File: src/rtl/sksr_pkg.sv
// shared types and constants of the sorted key equal range search block
`default_nettype none

package sksr_pkg;

	// field widths
	localparam int CODE_W  = 16;
	localparam int SIZE_W  = 8;
	localparam int ADDR_W  = 32;
	localparam int INDEX_W = 12;
	localparam int COUNT_W = 13;

	// configuration port
	localparam int PADDR_W = 3;
	localparam int PDATA_W = 32;

	// default sizing
	localparam int DEF_TABLE_DEPTH = 4096;
	localparam int DEF_MAX_MATCHES = 16;

	// item function codes
	typedef enum logic [0:0] {
		FUNC_LOAD   = 1'b0,
		FUNC_SEARCH = 1'b1
	} func_t;

	// register indexes
	typedef enum logic [0:0] {
		REG_ENTRY_COUNT = 1'b0,
		REG_DATA_OFFSET = 1'b1
	} reg_idx_t;

	// one table entry as stored
	typedef struct packed {
		logic [CODE_W-1:0] code;
		logic [SIZE_W-1:0] size;
		logic [ADDR_W-1:0] addr;
	} entry_t;

	// configuration seen by the search control
	typedef struct packed {
		logic [COUNT_W-1:0] entry_count;
		logic [ADDR_W-1:0]  data_offset;
	} cfg_t;

endpackage

`default_nettype wire

File: src/rtl/sksr_cfg.sv
// configuration registers behind the apb port
`default_nettype none

module sksr_cfg (
	input  wire logic                         clk,
	input  wire logic                         arst_n,
	input  wire logic                         psel,
	input  wire logic                         penable,
	input  wire logic                         pwrite,
	input  wire logic [sksr_pkg::PADDR_W-1:0] paddr,
	input  wire logic [sksr_pkg::PDATA_W-1:0] pwdata,
	output logic      [sksr_pkg::PDATA_W-1:0] prdata,
	output logic                              pready,
	output sksr_pkg::cfg_t                    cfg
);

	logic [sksr_pkg::COUNT_W-1:0] entry_count_q;
	logic [sksr_pkg::ADDR_W-1:0]  data_offset_q;
	sksr_pkg::reg_idx_t           reg_idx;
	logic                         wr_stb;

	assign reg_idx = sksr_pkg::reg_idx_t'(paddr[2]);
	assign wr_stb  = psel & penable & pwrite & pready;
	assign pready  = 1'b1;

	// register writes
	always_ff @(posedge clk or negedge arst_n) begin
		if (!arst_n) begin
			entry_count_q <= '0;
			data_offset_q <= '0;
		end else if (wr_stb) begin
			case (reg_idx)
				sksr_pkg::REG_ENTRY_COUNT: entry_count_q <= pwdata[sksr_pkg::COUNT_W-1:0];
				sksr_pkg::REG_DATA_OFFSET: data_offset_q <= pwdata[sksr_pkg::ADDR_W-1:0];
				default: ;
			endcase
		end
	end

	// read mux
	always_comb begin
		case (reg_idx)
			sksr_pkg::REG_ENTRY_COUNT: prdata = sksr_pkg::PDATA_W'(entry_count_q);
			sksr_pkg::REG_DATA_OFFSET: prdata = sksr_pkg::PDATA_W'(data_offset_q);
			default:                   prdata = '0;
		endcase
	end

	assign cfg.entry_count = entry_count_q;
	assign cfg.data_offset = data_offset_q;

endmodule

`default_nettype wire

File: config.mk
export PLATFORM = sky130hd
export DESIGN_NAME = sksr_cfg
export DESIGN_NICKNAME = d
export VERILOG_FILES = /design/src/rtl/sksr_pkg.sv /design/src/rtl/sksr_cfg.sv
export SDC_FILE = /design/constraint.sdc
export NUM_CORES = 1
export LEC_CHECK = 0
export ABC_AREA = 1
export BUFFER_PORTS_ARGS = -buffer_cell sky130_fd_sc_hd__buf_2
export CAP_MARGIN = 5
export CELL_PAD_IN_SITES_DETAIL_PLACEMENT = 0
export CELL_PAD_IN_SITES_GLOBAL_PLACEMENT = 2
export CORE_AREA = 2 2 94 105
export CTS_CLUSTER_DIAMETER = 50
export CTS_CLUSTER_SIZE = 20
export DETAILED_ROUTE_END_ITERATION = 10
export DIE_AREA = 0 0 96 107
export PLACE_DENSITY_LB_ADDON = 0.2
export SLEW_MARGIN = 25
export SYNTH_ARGS = -nofsm -noshare
export SYNTH_HDL_FRONTEND = slang
export SYNTH_SLANG_ARGS = --single-unit
export TNS_END_PERCENT = 30
File: constraint.sdc
create_clock -name clk -period 3.1 [get_ports clk]
set_input_delay 0.93 -clock clk [delete_from_list [all_inputs] [get_ports clk]]
set_output_delay 0.93 -clock clk [all_outputs]
set_load 0.05 [all_outputs]
Yosys cells after proc, flatten, opt, wreduce, memory -nomap -nowiden
Cells that the tools add are included.
{"block": "classes", "reduce_logical": 2, "n_mux": 1, "bitwise_logic": 3}
{"cell": "case mux 32 bit (2 select lines)", "count": 1}
{"cell": "AND reduction 2 bit", "count": 2}
{"cell": "bitwise AND 1 bit", "count": 2}
{"cell": "inverter 1 bit", "count": 1}
{"block": "word_totals", "reg_bits": 45, "out_inout_bits": 78, "elab_cells": 8}

Longest topological paths before layout
Gate-level depths: netlist (run 1).
{"block": "logic_depth", "word_depth": 3, "mapped_depth": 5}

Worst setup path after synthesis (run 1)
OpenSTA, ideal clock, no wires.
{"block": "synth_timing", "kind": "input -> output", "from": "input port paddr[2] (netlist bit)", "to": "output port prdata[10] (netlist bit)", "slack_ns": 0.454, "required_ns": 2.170, "cell_stages": 4, "arrival_ns": 1.716, "path_cell_list": "inv_2 clkbuf_1 nand2_1 nand2_1"}
{"block": "synth_between", "elab_chain_len": 2}
{"item": "start, declared", "line_no": "sksr_cfg.sv:10", "rtl": "input wire logic [sksr_pkg::PADDR_W-1:0] paddr,"}
{"item": "inverter 1 bit"}
{"item": "case mux 32 bit (2 select lines) *", "line_no": "sksr_cfg.sv:42", "rtl": "case (reg_idx)"}
{"item": "end, declared", "line_no": "sksr_cfg.sv:12", "rtl": "output logic [sksr_pkg::PDATA_W-1:0] prdata,"}
Mark *: on every way between the ends. The rest lies on a longest branch, timed or not.

Worst setup path in the final report (run 1)
{"block": "layout_timing", "from": "input port paddr[2] (netlist bit)", "to": "output port prdata[11] (netlist bit)"}
Same word-level chain as after synthesis.

==> metrics.txt, run 1 <==
placed cell areas 2816 sq um; starting density of the core 23.35%; Clock Path Buffers 2; Slew @ Worst Pin 0.5626 ns; flops & latches, synth 45; pwr dens 744.2 nW/um^2; Setup crit start kind input pin; grt total ovfl 0; Die Wd 96 um; maxcap violations 0; HPWL Detailed 4306 um; clk_lat worst skew 0.29 ns; top cells by area, synth dfrtp_1 52%, nand2_1 26%, nand3_1 10%; Routability Congestion 0.6792; GRT Util Overall 12.42%; IO Pins 118; area taken by flip-flops and latches 1126 sq um; Post-Syn Instances 282; PortBufs 114; Mean Syn Cell Area 7.627 sq um; Post CTS Setup Buffer Count 0; core area 9213 sq um; number of synthesis warnings 0; drt pass-1 iters 4; Fin Setup TNS 0 ns; CTS clk-pin slew, worst paths 0.08 ns; final period utilization 88.48%; Min-Delay Endpoint data_offset_q[25]; Slew Limit Fails 0; hold_buf cts 0; die height 107 um; RSZ-0062 raised after global routing no; FILL cells 1031; CTS Root Cell clkbuf_8; total chip power 0.002160 W; CP max stage delay 0.33 ns; placed insts 504; Final Hold Fails 0; vias per cell 4.135; WL final 6281 um; vias in the first global route 1964; die area 10270 sq um; # nets final 434; fraction of layout instances using a drive strength above 1 33.76%; CTS tree built; Req. time, crit path 2.17 ns; final cell count without fillers 511; n_diodes 0; min cycle time layout 2.743 ns; worst clock skew 0 ns; # DRC 0; routed len/inst 12.29 um; maximum vdd ir drop 0.0002320 V; Cell Area, Synth 2151 sq um; crit-path cells buf_2, inv_2, nand2_1, nand2_1, buf_2; FF-to-FF Start entry_count_q[10]; WS Path Type in -> out; Mapped Nets 322; reg2reg end entry_count_q[10]; Worst Reg-to-Reg Cells 2; Reg2Reg Setup Slack 2.47 ns; synth unique cells 13; status completed; Cell Rows 37; initial drt markers 64; first-pass GRT wire length 9894 um; largest net degree at the start of global routing 46; hold slack 0.5012 ns; Worst slew margin 62.49%; P_leak 1.862 nW; Yosys top cell by area dfrtp_1; CP Max Fanout 23; initial antenna violation count 0; type of the most critical hold path reg -> reg; Num Clock Sinks 45; Achievable Freq 364.6 MHz; via count 2113; slowest CP cell inv_2; Post-DRT Antenna Nets 0; sequential fraction of the synthesis area 52.36%; TritonCTS Buffers 5; final setup fails 0; area of the multi-input gates 814.5 sq um; Critical Path AT 1.81 ns; Synth top area share 52.36%; post-CTS sizing 0; min-delay src data_offset_q[25]; CP Capture Type output port; Layout area overhead 34.96%; Clock H-tree levels 2; Hold Path Stages 2; Finished Cell Area 2903 sq um
==> synthesized netlist by cell type (all sizes together) <==
cell type    n
nand4        2
nor2         1
conb         1
inv         21
clkbuf       1
buf         17
dfrtp       45
nand3       45
nand2      149
==> area by class of cell <==
cell class                 count  area share (%)
sequential                    45           38.79
multi-input combinational    198           28.06
timing repair buffer         123           22.41
tap                          117           5.043
clock buffer                   7           2.974
inverter                      21           2.716
==> layout by cell type (no fill, tap or decap) <==
cell type,instances
nor2_4,1
conb_1,1
nand2_2,1
buf_12,1
clkbuf_8,6
dfrtp_1,45
clkbuf_1,1
nand4_1,2
buf_4,8
inv_2,2
nand3_1,45
nand2_1,148
inv_1,19
buf_2,114
==> logic make-up after synthesis <==
| kind of cell | after synthesis | share of synthesized area [%] |
|---|---|---|
| flip-flops | 45 | 52.36 |
| AND/OR/NAND/NOR | 197 | 37.70 |
| buffers and inverters | 39 | 9.773 |
| other | 1 | 0.1744 |
==> how the worst max path moves through the flow <==
stage                       to  cells after the start     start
CTS                 prdata[11]                      5  paddr[2]
global placement     prdata[5]                      5  paddr[2]
detailed placement  prdata[11]                      5  paddr[2]
global route         prdata[9]                      5  paddr[2]
finish              prdata[11]                      5  paddr[2]
floorplan           prdata[10]                      4  paddr[2]
==> metal layers <==
metal	routed length, um	share of wire [%]	vias to the layer above	track usage [%]
met5	0	0	-	0
met4	59	0.94	0	2.755
met3	511	8.1	5	3.865
met2	2754	44	77	20.14
met1	2956	47	948	16.10
li1	-	-	1083	-
==> state kept, by name, indices dropped and copies added, names as in the netlist <==
name	count
data_offset_q	32
entry_count_q	13
==> where the power goes <==
| group | internal [W] | total [W] | switching [W] |
|---|---|---|---|
| registers | 0.000697 | 0.000784 | 0.0000871 |
| logic | 0.000205 | 0.00101 | 0.000801 |
| clock network | 0.000177 | 0.000370 | 0.000193 |
| total | 0.00108 | 0.00216 | 0.00108 |
==> metrics by stage <==
| stage | util [%] | setup WS (ns) |
|---|---|---|
| 2_1_floorplan | - | 0.4545 |
| 4_1_cts | 31.51 | 0.3250 |
| 3_3_place_gp | 30.57 | 0.3060 |
| 5_1_grt | 31.51 | 0.2523 |
| 3_5_place_dp | 30.57 | 0.3276 |
| 6_report | 31.51 | 0.3572 |
==> worst max-delay path, delay by kind of cell <==
family	cells	cell delay, ns
buffers and inverters	3	0.72
and+or+nand+nor	2	0.16
No activity file was read; power rests on OpenSTA's default activity.
==> inputs of run 2 (changes only) <==
--- a/config.mk
+++ b/config.mk
@@ -5,16 +5,15 @@
 export SDC_FILE = /design/constraint.sdc
 export NUM_CORES = 1
 export LEC_CHECK = 0
-export ABC_AREA = 1
 export BUFFER_PORTS_ARGS = -buffer_cell sky130_fd_sc_hd__buf_2
 export CAP_MARGIN = 5
 export CELL_PAD_IN_SITES_DETAIL_PLACEMENT = 0
 export CELL_PAD_IN_SITES_GLOBAL_PLACEMENT = 2
-export CORE_AREA = 2 2 94 105
+export CORE_AREA = 2 2 85 95
 export CTS_CLUSTER_DIAMETER = 50
 export CTS_CLUSTER_SIZE = 20
 export DETAILED_ROUTE_END_ITERATION = 10
-export DIE_AREA = 0 0 96 107
+export DIE_AREA = 0 0 87 97
 export PLACE_DENSITY_LB_ADDON = 0.2
 export SLEW_MARGIN = 25
 export SYNTH_ARGS = -nofsm -noshare
==> metrics.txt, run 2 <==
placed insts 328 (-35%); CP Capture Type output port; Post-Syn Instances 134 (-52%); IO Pins 118 (unchanged); sequential fraction of the synthesis area 51.81% (-0.54 points); FF-to-FF Start data_offset_q[8]; Layout area overhead 32.99%; maximum vdd ir drop 0.0004001 V (+72%); final period utilization 87.84% (-0.64 points); CTS tree built; number of flip-flops under the largest register name 32 (unchanged); status completed; flops & latches, synth 45 (unchanged); pwr dens 845.5 nW/um^2 (+14%); hold slack 0.4201 ns (-0.08111 ns); reg2reg end data_offset_q[8]; core area 7391 sq um (-20%); min cycle time layout 2.723 ns (-0.01991 ns); # DRC 0 (unchanged); Post CTS Setup Buffer Count 0 (unchanged); met1 Track Usage GR 17.56% (+1.5 points); first-pass GRT wire length 7997 um (-19%); drt pass-1 iters 3 (-1); busiest layer in global routing met2; clk_lat worst skew 0.28 ns (about the same); Mean Syn Cell Area 16.22 sq um (+110%); most frequent cell after synthesis dfrtp_1; Cell Area, Synth 2173 sq um (+1.0%); Clock H-tree levels 2 (unchanged); fraction of layout instances using a drive strength above 1 73.39% (+40 points); largest net degree at the start of global routing 44 (-4.3%); n_diodes 0 (unchanged); die height 97 um (-9.3%); Worst slew margin 41.48% (-21 points); Place WS 0.3739 ns (+0.04637 ns); Fin Setup TNS 0 ns (unchanged); ys flop type dfrtp_1; final setup fails 0 (unchanged); TritonCTS Buffers 5 (unchanged); Async SR Flop Fraction 100.0% (unchanged); vias in the first global route 1477 (-25%); post-CTS sizing 0 (unchanged); grt total ovfl 0 (unchanged); top cells by area, synth dfrtp_1 52%, mux2_4 28%, mux2_2 9.3%; Req. time, crit path 2.17 ns (about the same); CTS clk-pin slew, worst paths 0.08 ns (about the same); number of synthesis warnings 0 (unchanged); biggest regs data_offset_q (32), entry_count_q (13); WL final 4856 um (-23%); final cell count without fillers 335 (-34%); RSZ-0062 raised after global routing no; synth unique cells 11 (-2); Achievable Freq 367.3 MHz (+0.73%); Final WS setup 0.3771 ns (+0.01991 ns); P_leak 1.607 nW (-14%); Yosys top cell by area dfrtp_1; most frequent cells in the layout 114 x buf_2, 45 x dfrtp_1, 40 x mux2_4; CP Max Fanout 34 (+48%); EDFF count, synth 0 (unchanged); maxcap violations 0 (unchanged); Num Clock Sinks 45 (unchanged); initial drt markers 23 (-64%); Slew @ Worst Pin 0.8761 ns (+0.3135 ns); most flop-heavy register data_offset_q; via count 1468 (-31%); routed len/inst 14.50 um (+18%); starting density of the core 29.41% (+6.1 points); # nets final 288 (-34%); hold_buf cts 0 (unchanged); Setup crit start kind input pin; Routability Congestion 0.6220 (-8.4%); initial antenna violation count 0 (unchanged); Post-DRT Antenna Nets 0 (unchanged); Synth top area share 51.81% (-0.54 points); WS Path Type in -> out; Commonest cells post-synth 45 x dfrtp_1, 40 x mux2_4, 19 x and2_1; Critical Path AT 1.79 ns (-0.02 ns); CTS Root Cell clkbuf_8; worst clock skew 0 ns (unchanged); Reg2Reg Setup Slack 2.31 ns (-0.16 ns); Cell Rows 33 (-11%); die area 8439 sq um (-18%); met3 usage 3.328% (-0.54 points); most common cell after layout, fill and taps aside buf_2; Worst Reg-to-Reg Cells 1 (-1); GR Util met2 17.73% (-2.4 points); GRT Util Overall 12.13% (-0.29 points); Slew Limit Fails 0 (unchanged); PortBufs 114 (unchanged); Mapped Nets 174 (-46%); Final Hold Fails 0 (unchanged); type of the most critical hold path in -> async; vias per cell 4.382 (+6.0%); Die Wd 87 um (-9.4%); HPWL Detailed 3351 um (-22%); Clock Path Buffers 2 (unchanged)
## run 2: cell count changes after synthesis, sizes merged
cell    previous run  this run
mux2               0        58
inv               21         0
nand4b             0         1
nand2            149         0
nor2               1         0
clkbuf             1         2
nand4              2         1
buf               17         7
and2               0        19
nand3             45         0
## run 2: cell type report
class | instances | area, sq um
clock buffers | 7 | 86.33
repair buffers | 116 | 598.1
multi-input cells | 80 | 970.9
fillers | 720 | 4501
flip-flops and latches | 45 | 1126
well taps | 87 | 108.9
## run 2: per-stage QoR
| step | utilization, % | power [W] | instance area (sq um) |
|---|---|---|---|
| 2_1_floorplan | - | 0.001819 | 2173 |
| 3_3_place_gp | 37.94 | 0.002104 | 2804 |
| 3_5_place_dp | 37.94 | 0.002105 | 2804 |
| 4_1_cts | 39.11 | 0.002487 | 2890 |
| 5_1_grt | 39.11 | 0.002572 | 2890 |
| 6_report | 39.11 | 0.002444 | 2890 |
## run 2: kinds of logic after synthesis
kind of cell	share of synthesized area (%)
other	0.1725
buffers and inverters	3.512
and+or+nand+nor	7.541
DFF	51.81
muxes	36.96
## run 2: critical path, cell delays in order
cell    delay, ns
buf_2        0.10
buf_12       0.19
mux2_2       0.35
buf_2        0.21
## run 2: power by group
group / internal [W] / leakage [nW] / total [W] / switching (W)
clock: 0.000177 / 0.0443 / 0.000361 / 0.000184
combinational: 0.000369 / 1.02 / 0.00127 / 0.000899
sequential: 0.000717 / 0.540 / 0.000815 / 0.0000982
total: 0.00126 / 1.61 / 0.00244 / 0.00118
## run 2: how the worst max path moves through the flow
stage / depth (start not counted) / from / slack (ns) / endpoint
finish: 4 / paddr[2] / 0.38 / prdata[5]
global route: 4 / paddr[2] / 0.33 / prdata[5]
CTS: 4 / paddr[2] / 0.37 / prdata[5]
detailed placement: 4 / paddr[2] / 0.37 / prdata[5]
global placement: 4 / paddr[2] / 0.38 / prdata[5]
floorplan: 3 / paddr[2] / 0.46 / prdata[12]
## run 2: routing by layer
metal / wire [um] / vias up / part of all wire (%)
met5: 0 / - / 0
met1: 2259 / 702 / 47
met4: 31 / 0 / 0.64
met2: 2209 / 77 / 45
li1: - / 685 / -
met3: 355 / 4 / 7.3
