===== config.mk =====
export PLATFORM = sky130hd
export DESIGN_NAME = sksr_ctrl_flat
export DESIGN_NICKNAME = d
export VERILOG_FILES = /design/src/rtl/sksr_pkg.sv /design/src/rtl/sksr_if.sv /design/src/rtl/sksr_ctrl.sv /design/src/flat_wrapper.sv
export SDC_FILE = /design/constraint.sdc
export NUM_CORES = 1
export LEC_CHECK = 0
export BUFFER_PORTS_ARGS = -buffer_cell sky130_fd_sc_hd__clkbuf_2
export CAP_MARGIN = 20
export CELL_PAD_IN_SITES_DETAIL_PLACEMENT = 1
export CELL_PAD_IN_SITES_GLOBAL_PLACEMENT = 1
export CORE_UTILIZATION = 25
export DETAILED_ROUTE_END_ITERATION = 6
export PLACE_DENSITY = 0.64
export SYNTH_ARGS = -nofsm -noshare
export SYNTH_HDL_FRONTEND = slang
export SYNTH_SLANG_ARGS = --single-unit

===== constraint.sdc =====
create_clock -name clk -period 5.5 [get_ports clk]
set_clock_uncertainty 0.1 [all_clocks]
set_input_delay 0.55 -clock clk [delete_from_list [all_inputs] [get_ports clk]]
set_output_delay 0.55 -clock clk [all_outputs]
set_load 0.03 [all_outputs]

===== src/rtl/sksr_pkg.sv =====
// shared types and constants of the sorted key equal range search block
`default_nettype none

package sksr_pkg;

	// field widths
	localparam int CODE_W  = 16;
	localparam int SIZE_W  = 8;
	localparam int ADDR_W  = 32;
	localparam int INDEX_W = 12;
	localparam int COUNT_W = 13;

	// configuration port
	localparam int PADDR_W = 3;
	localparam int PDATA_W = 32;

	// default sizing
	localparam int DEF_TABLE_DEPTH = 4096;
	localparam int DEF_MAX_MATCHES = 16;

	// item function codes
	typedef enum logic [0:0] {
		FUNC_LOAD   = 1'b0,
		FUNC_SEARCH = 1'b1
	} func_t;

	// register indexes
	typedef enum logic [0:0] {
		REG_ENTRY_COUNT = 1'b0,
		REG_DATA_OFFSET = 1'b1
	} reg_idx_t;

	// one table entry as stored
	typedef struct packed {
		logic [CODE_W-1:0] code;
		logic [SIZE_W-1:0] size;
		logic [ADDR_W-1:0] addr;
	} entry_t;

	// configuration seen by the search control
	typedef struct packed {
		logic [COUNT_W-1:0] entry_count;
		logic [ADDR_W-1:0]  data_offset;
	} cfg_t;

endpackage

`default_nettype wire


===== src/rtl/sksr_if.sv =====
// request and result channel interfaces
`default_nettype none

interface sksr_in_if;
	logic                         valid;
	logic                         ready;
	logic                         func;
	logic [sksr_pkg::INDEX_W-1:0] entry_index;
	logic [sksr_pkg::CODE_W-1:0]  entry_code;
	logic [sksr_pkg::SIZE_W-1:0]  entry_size;
	logic [sksr_pkg::ADDR_W-1:0]  entry_address;
	logic [sksr_pkg::CODE_W-1:0]  search_key;

	modport source (
		output valid, func, entry_index, entry_code, entry_size, entry_address, search_key,
		input  ready
	);
	modport sink (
		input  valid, func, entry_index, entry_code, entry_size, entry_address, search_key,
		output ready
	);
endinterface

interface sksr_out_if #(
	parameter int CNT_W = 5
);
	logic                         valid;
	logic                         ready;
	logic                         found;
	logic [CNT_W-1:0]             match_count;
	logic [sksr_pkg::INDEX_W-1:0] entry_position;
	logic [sksr_pkg::ADDR_W-1:0]  record_address;
	logic [sksr_pkg::SIZE_W-1:0]  record_size;
	logic                         last;

	modport source (
		output valid, found, match_count, entry_position, record_address, record_size, last,
		input  ready
	);
	modport sink (
		input  valid, found, match_count, entry_position, record_address, record_size, last,
		output ready
	);
endinterface

`default_nettype wire


===== src/rtl/sksr_ctrl.sv =====
// search sequencer: binary search, run widening and result emission over the table
`default_nettype none

module sksr_ctrl #(
	parameter int TABLE_DEPTH = sksr_pkg::DEF_TABLE_DEPTH,
	parameter int MAX_MATCHES = sksr_pkg::DEF_MAX_MATCHES,
	localparam int AW = $clog2(TABLE_DEPTH),
	localparam int NW = $clog2(TABLE_DEPTH + 1),
	localparam int CW = $clog2(MAX_MATCHES + 1)
) (
	input  wire logic             clk,
	input  wire logic             arst_n,
	sksr_in_if.sink               item,
	sksr_out_if.source            result,
	input  wire sksr_pkg::cfg_t   cfg,
	output logic                  wr_en,
	output logic [AW-1:0]         wr_addr,
	output sksr_pkg::entry_t      wr_data,
	output logic                  rd_en,
	output logic [AW-1:0]         rd_addr,
	input  wire sksr_pkg::entry_t rd_data
);

	typedef enum logic [7:0] {
		ST_IDLE    = 8'b0000_0001,
		ST_SRCH    = 8'b0000_0010,
		ST_DOWN    = 8'b0000_0100,
		ST_UP_CHK  = 8'b0000_1000,
		ST_UP      = 8'b0001_0000,
		ST_EMIT_ST = 8'b0010_0000,
		ST_EMIT    = 8'b0100_0000,
		ST_MISS    = 8'b1000_0000
	} state_t;

	state_t state_q, state_d;

	// search window [low, hi), probe, run bounds and emit counters
	logic [NW-1:0]                lo_q, lo_d, hi_q, hi_d, n_q, n_d, run_q, run_d;
	logic [AW-1:0]                mid_q, mid_d, beg_q, beg_d, end_q, end_d, pos_q, pos_d;
	logic [CW-1:0]                cnt_q, cnt_d, k_q, k_d;
	logic [sksr_pkg::CODE_W-1:0]  key_q, key_d;

	// output register
	logic                         out_valid_q;
	logic                         out_load;
	logic                         out_found_d, out_last_d;
	logic [CW-1:0]                out_cnt_d;
	logic [sksr_pkg::INDEX_W-1:0] out_pos_d;
	logic [sksr_pkg::ADDR_W-1:0]  out_addr_d;
	logic [sksr_pkg::SIZE_W-1:0]  out_size_d;
	logic                         out_found_q, out_last_q;
	logic [CW-1:0]                out_cnt_q;
	logic [sksr_pkg::INDEX_W-1:0] out_pos_q;
	logic [sksr_pkg::ADDR_W-1:0]  out_addr_q;
	logic [sksr_pkg::SIZE_W-1:0]  out_size_q;

	logic                         out_free;
	logic                         in_acc;
	logic [NW-1:0]                n_clamp;
	logic [NW-1:0]                nlo, nhi;
	logic [NW:0]                  mid_sum;
	logic                         code_eq, key_lt;

	assign in_acc   = item.valid & item.ready;
	assign out_free = ~out_valid_q | result.ready;
	assign item.ready = (state_q == ST_IDLE);

	// table size limited to the depth
	assign n_clamp = (32'(cfg.entry_count) > 32'(TABLE_DEPTH)) ? NW'(TABLE_DEPTH)
	                                                           : NW'(cfg.entry_count);

	assign code_eq = (rd_data.code == key_q);
	assign key_lt  = (key_q < rd_data.code);

	// load write path
	always_comb begin
		wr_en        = in_acc && (item.func == sksr_pkg::FUNC_LOAD)
		               && (32'(item.entry_index) < 32'(TABLE_DEPTH));
		wr_addr      = AW'(item.entry_index);
		wr_data.code = item.entry_code;
		wr_data.size = item.entry_size;
		wr_data.addr = item.entry_address;
	end

	// sequencer
	always_comb begin
		state_d = state_q;
		lo_d    = lo_q;
		hi_d    = hi_q;
		n_d     = n_q;
		run_d   = run_q;
		mid_d   = mid_q;
		beg_d   = beg_q;
		end_d   = end_q;
		pos_d   = pos_q;
		cnt_d   = cnt_q;
		k_d     = k_q;
		key_d   = key_q;
		rd_en   = 1'b0;
		rd_addr = mid_q;
		nlo     = lo_q;
		nhi     = hi_q;
		mid_sum = '0;

		out_load    = 1'b0;
		out_found_d = 1'b0;
		out_last_d  = 1'b1;
		out_cnt_d   = '0;
		out_pos_d   = '0;
		out_addr_d  = '0;
		out_size_d  = '0;

		case (state_q)
			ST_IDLE: begin
				if (in_acc && (item.func == sksr_pkg::FUNC_SEARCH)) begin
					key_d   = item.search_key;
					n_d     = n_clamp;
					lo_d    = '0;
					hi_d    = n_clamp;
					mid_sum = {1'b0, n_clamp} - 1'b1;
					mid_d   = AW'(mid_sum >> 1);
					if (n_clamp == '0) begin
						state_d = ST_MISS;
					end else begin
						rd_en   = 1'b1;
						rd_addr = AW'(mid_sum >> 1);
						state_d = ST_SRCH;
					end
				end
			end

			// probe data for mid_q is back
			ST_SRCH: begin
				if (code_eq) begin
					beg_d = mid_q;
					end_d = mid_q;
					run_d = NW'(1);
					if (mid_q != '0) begin
						rd_en   = 1'b1;
						rd_addr = mid_q - 1'b1;
						state_d = ST_DOWN;
					end else begin
						state_d = ST_UP_CHK;
					end
				end else begin
					if (key_lt) begin
						nlo = lo_q;
						nhi = NW'(mid_q);
					end else begin
						nlo = NW'(mid_q) + 1'b1;
						nhi = hi_q;
					end
					lo_d    = nlo;
					hi_d    = nhi;
					mid_sum = {1'b0, nlo} + {1'b0, nhi} - 1'b1;
					mid_d   = AW'(mid_sum >> 1);
					if (nlo < nhi) begin
						rd_en   = 1'b1;
						rd_addr = AW'(mid_sum >> 1);
					end else begin
						state_d = ST_MISS;
					end
				end
			end

			// entry below the run start is back
			ST_DOWN: begin
				if (code_eq) begin
					beg_d = beg_q - 1'b1;
					run_d = run_q + 1'b1;
					if (beg_q != AW'(1)) begin
						rd_en   = 1'b1;
						rd_addr = beg_q - AW'(2);
					end else begin
						state_d = ST_UP_CHK;
					end
				end else begin
					state_d = ST_UP_CHK;
				end
			end

			// extend upward while inside the table and under the cap
			ST_UP_CHK: begin
				if (((NW+1)'(end_q) + 1'b1 < (NW+1)'(n_q)) &&
				    (32'(run_q) < 32'(MAX_MATCHES))) begin
					rd_en   = 1'b1;
					rd_addr = end_q + 1'b1;
					state_d = ST_UP;
				end else begin
					state_d = ST_EMIT_ST;
				end
			end

			ST_UP: begin
				if (code_eq) begin
					end_d   = end_q + 1'b1;
					run_d   = run_q + 1'b1;
					state_d = ST_UP_CHK;
				end else begin
					state_d = ST_EMIT_ST;
				end
			end

			// fix the count and fetch the first match
			ST_EMIT_ST: begin
				cnt_d   = (32'(run_q) >= 32'(MAX_MATCHES)) ? CW'(MAX_MATCHES) : CW'(run_q);
				k_d     = '0;
				pos_d   = beg_q;
				rd_en   = 1'b1;
				rd_addr = beg_q;
				state_d = ST_EMIT;
			end

			// one word per cycle while the output register has room
			ST_EMIT: begin
				out_found_d = 1'b1;
				out_cnt_d   = cnt_q;
				out_pos_d   = sksr_pkg::INDEX_W'(pos_q);
				out_addr_d  = rd_data.addr + cfg.data_offset;
				out_size_d  = rd_data.size;
				out_last_d  = ((k_q + 1'b1) == cnt_q);
				if (out_free) begin
					out_load = 1'b1;
					if ((k_q + 1'b1) == cnt_q) begin
						state_d = ST_IDLE;
					end else begin
						k_d     = k_q + 1'b1;
						pos_d   = pos_q + 1'b1;
						rd_en   = 1'b1;
						rd_addr = pos_q + 1'b1;
					end
				end
			end

			ST_MISS: begin
				if (out_free) begin
					out_load = 1'b1;
					state_d  = ST_IDLE;
				end
			end

			default: begin
				state_d = ST_IDLE;
			end
		endcase
	end

	// control state
	always_ff @(posedge clk or negedge arst_n) begin
		if (!arst_n) begin
			state_q     <= ST_IDLE;
			out_valid_q <= 1'b0;
		end else begin
			state_q <= state_d;
			if (out_load) begin
				out_valid_q <= 1'b1;
			end else if (result.ready) begin
				out_valid_q <= 1'b0;
			end
		end
	end

	// datapath registers
	always_ff @(posedge clk) begin
		lo_q  <= lo_d;
		hi_q  <= hi_d;
		n_q   <= n_d;
		run_q <= run_d;
		mid_q <= mid_d;
		beg_q <= beg_d;
		end_q <= end_d;
		pos_q <= pos_d;
		cnt_q <= cnt_d;
		k_q   <= k_d;
		key_q <= key_d;
		if (out_load) begin
			out_found_q <= out_found_d;
			out_cnt_q   <= out_cnt_d;
			out_pos_q   <= out_pos_d;
			out_addr_q  <= out_addr_d;
			out_size_q  <= out_size_d;
			out_last_q  <= out_last_d;
		end
	end

	assign result.valid          = out_valid_q;
	assign result.found          = out_found_q;
	assign result.match_count    = out_cnt_q;
	assign result.entry_position = out_pos_q;
	assign result.record_address = out_addr_q;
	assign result.record_size    = out_size_q;
	assign result.last           = out_last_q;

endmodule

`default_nettype wire


===== src/flat_wrapper.sv =====
// flat-port wrapper written by rule: the top's interface ports become plain ports
module sksr_ctrl_flat 
#(
	parameter int TABLE_DEPTH = sksr_pkg::DEF_TABLE_DEPTH,
	parameter int MAX_MATCHES = sksr_pkg::DEF_MAX_MATCHES,
	localparam int AW = $clog2(TABLE_DEPTH),
	localparam int NW = $clog2(TABLE_DEPTH + 1),
	localparam int CW = $clog2(MAX_MATCHES + 1)
)
  (clk, arst_n, cfg, wr_en, wr_addr, wr_data, rd_en, rd_addr, rd_data, item_valid, item_func, item_entry_index, item_entry_code, item_entry_size, item_entry_address, item_search_key, item_ready, result_valid, result_found, result_match_count, result_entry_position, result_record_address, result_record_size, result_last, result_ready);
  sksr_in_if item_i ();
  sksr_out_if result_i ();
  input  wire logic clk;
  input  wire logic arst_n;
  input  wire sksr_pkg::cfg_t cfg;
  output logic wr_en;
  output logic [AW-1:0] wr_addr;
  output sksr_pkg::entry_t wr_data;
  output logic rd_en;
  output logic [AW-1:0] rd_addr;
  input  wire sksr_pkg::entry_t rd_data;
  input wire logic [$bits(item_i.valid)-1:0] item_valid;
  input wire logic [$bits(item_i.func)-1:0] item_func;
  input wire logic [$bits(item_i.entry_index)-1:0] item_entry_index;
  input wire logic [$bits(item_i.entry_code)-1:0] item_entry_code;
  input wire logic [$bits(item_i.entry_size)-1:0] item_entry_size;
  input wire logic [$bits(item_i.entry_address)-1:0] item_entry_address;
  input wire logic [$bits(item_i.search_key)-1:0] item_search_key;
  output wire logic [$bits(item_i.ready)-1:0] item_ready;
  output wire logic [$bits(result_i.valid)-1:0] result_valid;
  output wire logic [$bits(result_i.found)-1:0] result_found;
  output wire logic [$bits(result_i.match_count)-1:0] result_match_count;
  output wire logic [$bits(result_i.entry_position)-1:0] result_entry_position;
  output wire logic [$bits(result_i.record_address)-1:0] result_record_address;
  output wire logic [$bits(result_i.record_size)-1:0] result_record_size;
  output wire logic [$bits(result_i.last)-1:0] result_last;
  input wire logic [$bits(result_i.ready)-1:0] result_ready;
  assign item_i.valid = item_valid;
  assign item_i.func = item_func;
  assign item_i.entry_index = item_entry_index;
  assign item_i.entry_code = item_entry_code;
  assign item_i.entry_size = item_entry_size;
  assign item_i.entry_address = item_entry_address;
  assign item_i.search_key = item_search_key;
  assign item_ready = item_i.ready;
  assign result_valid = result_i.valid;
  assign result_found = result_i.found;
  assign result_match_count = result_i.match_count;
  assign result_entry_position = result_i.entry_position;
  assign result_record_address = result_i.record_address;
  assign result_record_size = result_i.record_size;
  assign result_last = result_i.last;
  assign result_i.ready = result_ready;
  sksr_ctrl #(.TABLE_DEPTH(TABLE_DEPTH), .MAX_MATCHES(MAX_MATCHES)) u_core (.clk(clk), .arst_n(arst_n), .item(item_i), .result(result_i), .cfg(cfg), .wr_en(wr_en), .wr_addr(wr_addr), .wr_data(wr_data), .rd_en(rd_en), .rd_addr(rd_addr), .rd_data(rd_data));
endmodule

Word-level counts from Yosys, hierarchy flattened:

Cells that the tools add are included.

* bits of input ports: 190
* flip-flop bits (word level): 194

* add/sub/neg operators: 13
* reduce and logical (&&, ||, !) cells: 20
* multiplexer cells: 70
* bitwise operators: 4
* equal/unequal tests: 23
* $lt $le $gt $ge: 6

Operator list (number)
* 12-bit two-way mux: 17
* 13-bit two-way mux: 13
* 12-bit case mux with 2 select lines: 4
* 13-bit case mux with 2 select lines: 3
* 8-bit two-way mux: 9
* 12-bit case mux with 6 select lines: 1
* 8-bit case mux with 8 select lines: 1
* 32-bit adder: 1
* 12-bit by 1-bit adder with 13-bit output, second input constant: 2
* 13-bit by 1-bit subtractor with 13-bit output, second input constant: 2
* 12-bit by 1-bit adder with 12-bit output, second input constant: 2
* 12-bit by 1-bit subtractor with 12-bit output, second input constant: 2
* 16-bit == test: 1
* 16-bit less-than comparator: 1
* 1-bit two-way mux: 15
* 3-bit AND reduction: 5
* 14-bit by 13-bit less-than comparator with 1-bit output: 1
* 2-bit by 1-bit inequality test with 1-bit output, second input constant: 7
* 13-bit by 1-bit adder with 13-bit output, second input constant: 1
* 13-bit adder: 1
* 13-bit by 5-bit >= comparator with 1-bit output, second input constant: 1
* 13-bit greater-than comparator, second input constant: 1
* 13-bit zero test: 1
* 13-bit less-than comparator: 1
* other kinds (30): 43

Longest topological paths before layout:

* depth after elaboration: 9
* gate-level depth with buffers: 22

Worst setup path after synthesis:

OpenSTA, ideal clock, no wires.

* path kind: in2out
* start point: input port rd_data[41] (netlist bit)
* end point: output port rd_addr[10]
* arrival time: 5.051 ns
* stages on the path: 21
* path buffers: 2
* slack: -0.201 ns
* path through: inv_1 -> ha_1 -> nor2b_1 -> o211ai_2 -> a2111oi_4 -> nor3_1 -> buf_1 -> buf_2 -> mux2i_1 -> inv_1 -> ha_1 -> ha_1 -> ha_1 -> o21a_1 -> o21a_1 -> o41ai_1 -> o21ba_2 -> maj3_1 -> o21ai_0 -> xnor2_1 -> o211ai_1

* word-level cells in the longest chain between the ends: 9
* elaborated cells between the ends (all ways): 15
* those cells by class: 2 x add/sub; 2 x order compare; 1 x eq/ne; 10 x mux

RTL lines
* from (decl): line flat_wrapper.sv:21 `input wire sksr_pkg::entry_t rd_data;`
* 16-bit less-than comparator: line sksr_ctrl.sv:73 `assign key_lt = (key_q < rd_data.code);`
* 13-bit two-way mux: line sksr_ctrl.sv:146 `if (key_lt) begin`
* 13-bit two-way mux: line sksr_ctrl.sv:134 `if (code_eq) begin`
* 13-bit two-way mux: line sksr_ctrl.sv:113 `case (state_q)`
* 13-bit adder: line sksr_ctrl.sv:155 `mid_sum = {1'b0, nlo} + {1'b0, nhi} - 1'b1;`
* 13-bit by 1-bit subtractor with 13-bit output: line sksr_ctrl.sv:155
* 12-bit two-way mux: line sksr_ctrl.sv:157 `if (nlo < nhi) begin`
* 12-bit two-way mux: line sksr_ctrl.sv:134
* 12-bit case mux with 6 select lines (*): line sksr_ctrl.sv:113
* to (decl): line flat_wrapper.sv:20 `output logic [AW-1:0] rd_addr;`

Every way passes the cells marked *; elsewhere a longest branch is shown, timed or not. The select of a mux whose other input is x is not followed.

Worst setup path after layout:

* start point: register u_core.key_q[7] (netlist bit)
* end point: output port rd_addr[8]

* word-level cells in the longest chain between the ends: 9
* elaborated cells between the ends (all ways): 15
* those cells by class: 2 x add/sub; 2 x order compare; 1 x eq/ne; 10 x mux

RTL lines
* from (decl): line sksr_ctrl.sv:41 `logic [sksr_pkg::CODE_W-1:0] key_q, key_d;`
* from (signal assigned): line sksr_ctrl.sv:275 `key_q <= key_d;`
* 16-bit less-than comparator: line sksr_ctrl.sv:73
* 13-bit two-way mux: line sksr_ctrl.sv:146
* 13-bit two-way mux: line sksr_ctrl.sv:134
* 13-bit two-way mux: line sksr_ctrl.sv:113
* 13-bit adder: line sksr_ctrl.sv:155
* 13-bit by 1-bit subtractor with 13-bit output: line sksr_ctrl.sv:155
* 12-bit two-way mux: line sksr_ctrl.sv:157
* 12-bit two-way mux: line sksr_ctrl.sv:134
* 12-bit case mux with 6 select lines (*): line sksr_ctrl.sv:113

Marked as above.

==> impl_metrics.json <==
{
  "clkTransAtPathRegs_ns": 0.07,
  "antennaDiodeCount": 0,
  "ys_seq_elements": 194,
  "critPathMaxFanout": 4,
  "arrival_ns": 4.84,
  "vias": 12323,
  "post-synth-top-area-fraction_pct": 38.60,
  "relSlewSlack_pct": 22.70,
  "fmax_ghz": 0.1822,
  "yosysSeqAreaShare_pct": 40.18,
  "clock_sinks": 194,
  "grt_overflow": 0,
  "min_period_over_period_pct": 99.77,
  "critPathRequiredTime_ns": 4.85,
  "first_global_vias": 13008,
  "design.die.area_sq_mm": 0.05853,
  "yosysUniqueCellTypes": 105,
  "worstReg2RegEnd": "u_core.mid_q[8]",
  "cts_max_level": 4,
  "max_stage_delay_ns": 0.44,
  "tightest_slew_ns": 1.149,
  "syn-num-nets": 1803,
  "clk_latency_ns": 0.50,
  "crit_type": "reg -> out",
  "p_comb_share_pct": 58.4,
  "synthCells": 1507,
  "cellInternalPower_uw": 4556,
  "rsz0062_at_grt": "yes",
  "drive_gt1_share_pct": 27.77,
  "setup_tns_ns": 0,
  "cts_tree": "done",
  "crit_end": "rd_addr[8]",
  "area_delta_synth_final_pct": 23.43,
  "r2r_slack_ns": 0.90,
  "grt_pass1_wl_mm": 75.64,
  "cts-buffers-inserted": 17,
  "io_buffers": 196,
  "p_sw_share_pct": 43.18,
  "synthArstFlopShare_pct": 4.639,
  "maxCapViolations": 0,
  "synth-main-ff-cell": "edfxtp_1",
  "post-route-util_pct": 31.38,
  "p_per_area_mw_per_mm2": 451.4,
  "num_rows": 87,
  "path_cells": "ha_4 -> buf_4 -> nand4_4 -> a2111oi_4 -> nor3_4 -> buf_6 -> buf_6 -> mux2i_4 -> buf_6 -> ha_4 -> xnor2_2 -> ha_2 -> o21a_1 -> o21a_1 -> o41ai_4 -> o21ba_4 -> maj3_2 -> buf_6 -> xnor2_4 -> a32oi_1 -> nand3_1 -> clkbuf_8",
  "hpwl_mm": 37.05,
  "clockBufferDepth": 2,
  "setup_violations": 0,
  "clockPowerShare_pct": 16.6,
  "power_frac_seq_pct": 24.9,
  "routed_via_density": 4.989,
  "peakVddDrop_mv": 0.4386,
  "hold_path.class": "in -> reg",
  "routed_wl_mm": 49.24,
  "first_pass_iters": 5,
  "grt_max_degree": 61,
  "synth_area_sq_mm": 0.01439,
  "finalNetCount": 1997,
  "pin_count": 333,
  "drtAntennaViolNets": 0,
  "die_h_um": 241.9,
  "wire_per_inst_um": 19.94,
  "synth_edf_count": 185,
  "r2r-start": "u_core.key_q[7]",
  "die-width_um": 241.9,
  "start_util_pct": 25.42,
  "coreArea_sq_mm": 0.05660,
  "start_kind": "flip-flop",
  "period_minus_slack_ns": 5.487,
  "hold_viol_final": 0,
  "cp-startpoint": "u_core.key_q[7]",
  "r2r_cells": 23,
  "antenna_found_initial": 1,
  "slew_viol_final": 0,
  "nFillCells": 6551,
  "gp_congestion": 0.8830,
  "critical-path-slowest-cell": "edfxtp_1",
  "power_switching_uw": 3462,
  "synth_area_leader_cell": "edfxtp_1",
  "syn_avg_cell_area_sq_um": 9.550,
  "track_usage_pct": 16.78,
  "status": "completed",
  "synth_warnings": 0,
  "cpMostUsedCell": "buf_6",
  "drc": 0,
  "synthTopCellsByArea": "edfxtp_1 39%, ha_1 9.1%, nor2_1 3.9%",
  "root_buffer": "clkbuf_16",
  "end_kind": "primary output",
  "initialDrtViolationCount": 772,
  "p_leak_uw": 0.007227
}
==> layer usage <==
layer,wire [um],track usage (%),vias to the layer above
li1,-,-,5734
met1,21450,21.17,6064
met2,23040,27.30,433
met3,3049,3.578,90
met4,1684,7.837,2
met5,13,0,-
==> how the worst min path moves through the flow <==
stage               cells past startpoint  slack [ns]                start             endpoint
global route                            1        0.11  item_search_key[15]     u_core.key_q[15]
CTS                                     1        0.09   item_search_key[1]      u_core.key_q[1]
detailed placement                      1        0.32               arst_n  u_core.result.valid
finish                                  1        0.14   item_search_key[3]      u_core.key_q[3]
floorplan                               0        0.15               arst_n  u_core.result.valid
global placement                        1        0.32               arst_n  u_core.result.valid
==> power groups by stage <==
stage	sequential [uW]	combinational (uW)	clock (uW)
floorplan	2060	2320	0
global placement	2000	3730	0
detailed placement	2010	3800	0
CTS	1990	4300	1380
global route	2020	4990	1420
finish	2000	4680	1330
==> area by class of cell <==
cell class	instances	area, sq um	share of cell area [%]
clock inverters	15	171.4	0.9650
clock buffers	17	425.4	2.395
multi-input cells	1090	8178	46.04
inverters	94	352.8	1.986
well taps	756	945.9	5.325
repair buffers	304	1908	10.74
flip-flops and latches	194	5782	32.55
==> stage by stage <==
step	instance area, sq um	hold slack [ns]	worst slack, ns	cells	total power [uW]
6_report	17760	0.1355	0.01288	2470	8019
5_1_grt	17760	0.1139	-0.1950	2470	8428
3_5_place_dp	16250	0.3241	-0.1209	2420	5811
2_1_floorplan	14390	0.1544	0.009464	1507	4383
4_1_cts	17430	0.09192	-0.1527	2465	7669
3_3_place_gp	16250	0.3195	-0.009655	2420	5734
==> cell usage in the layout (no fill, tap or decap), types with 6 or more instances in the layout <==
| master | synthesis | final |
|---|---|---|
| nor2_1 | 148 | 142 |
| o21ai_1 | 6 | 11 |
| a31oi_1 | 11 | 11 |
| nand4_1 | 12 | 12 |
| edfxtp_1 | 185 | 185 |
| a21oi_2 | 1 | 7 |
| nand2_1 | 111 | 109 |
| ha_4 | 0 | 18 |
| buf_6 | 2 | 9 |
| o21bai_1 | 8 | 8 |
| mux2i_4 | 0 | 8 |
| nor4_1 | 6 | 6 |
| and3_1 | 24 | 24 |
| a21o_1 | 24 | 24 |
| xor2_1 | 55 | 54 |
| a211oi_1 | 7 | 6 |
| ha_1 | 105 | 83 |
| nor3_1 | 27 | 24 |
| nand2b_1 | 14 | 12 |
| a21oi_1 | 92 | 83 |
| clkbuf_2 | 0 | 186 |
| buf_4 | 72 | 102 |
| nand3_1 | 53 | 51 |
| inv_1 | 91 | 90 |
| nor2b_1 | 18 | 16 |
| xnor2_1 | 56 | 49 |
| o21ai_0 | 88 | 81 |
| and2_1 | 37 | 36 |
| clkbuf_16 | 0 | 17 |
| o21a_1 | 10 | 10 |
| o211ai_1 | 9 | 9 |
| dfrtp_1 | 8 | 8 |
| or3_1 | 7 | 7 |
==> worst max-delay path: cells and delay by family (launching register included) <==
kind / cells / cell delay, ns
multiplexers: 1 / 0.19
buffers and inverters: 6 / 0.84
XOR/XNOR: 2 / 0.19
adder cells (fa/ha/maj): 4 / 0.88
AO/OA/AOI/OAI: 6 / 1.46
AND/OR/NAND/NOR: 3 / 0.34
flip-flops: 1 / 0.44
==> Yosys cell counts, types with 6 or more instances <==
library cell and number:
edfxtp_1 185, o21ai_0 88, o21ai_1 6, xor2_1 55
inv_1 91, and3_1 24, buf_4 72, nor4_1 6
xnor2_1 56, nor2_1 148, buf_2 6, nand3_1 53
nor2b_1 18, o21a_1 10, nand2_1 111, and2_1 37
nand4_1 12, a21oi_1 92, dfrtp_1 8, o211ai_1 9
nor3_1 27, ha_1 105, mux2i_1 16, a211oi_1 7
o21bai_1 8, a31oi_1 11, nand2b_1 14, clkbuf_1 45
a21o_1 24, or3_1 7
==> cell families (layout without fill, tap and decap cells) <==
group / count (synthesis) / count (layout) / share of synthesized area, %
compound gates: 331 / 331 / 14.91
xor+xnor: 112 / 112 / 6.912
fa+ha+maj: 107 / 107 / 9.338
buf+inv: 223 / 430 / 7.920
flops: 194 / 194 / 40.18
mux: 21 / 21 / 1.504
simple gates: 519 / 519 / 19.24
==> repair_timing <==
action | 4_1_cts | 5_1_grt
pin swaps | 26 | 30
setup endpoints to repair | 13 | 13
cloned | 1 | 0
gates resized for setup | 88 | 61
buffers inserted | 11 | 7
endpoints found under the hold margin | 8 | 0
hold buffers | 1 | 0
==> state kept, by name, summed over array words and instances, names as in the netlist, 8 cells and up <==
| register | flops |
|---|---|
| u_core.key_q | 16 |
| u_core.beg_q | 12 |
| u_core.result.record_address | 32 |
| u_core.lo_q | 13 |
| u_core.n_q | 13 |
| u_core.mid_q | 12 |
| u_core.state_q | 8 |
| u_core.hi_q | 13 |
| u_core.run_q | 13 |
| u_core.result.entry_position | 12 |
| u_core.result.record_size | 8 |
| u_core.pos_q | 12 |
| u_core.end_q | 12 |
Note: power is estimated with default switching activity, not from simulation.
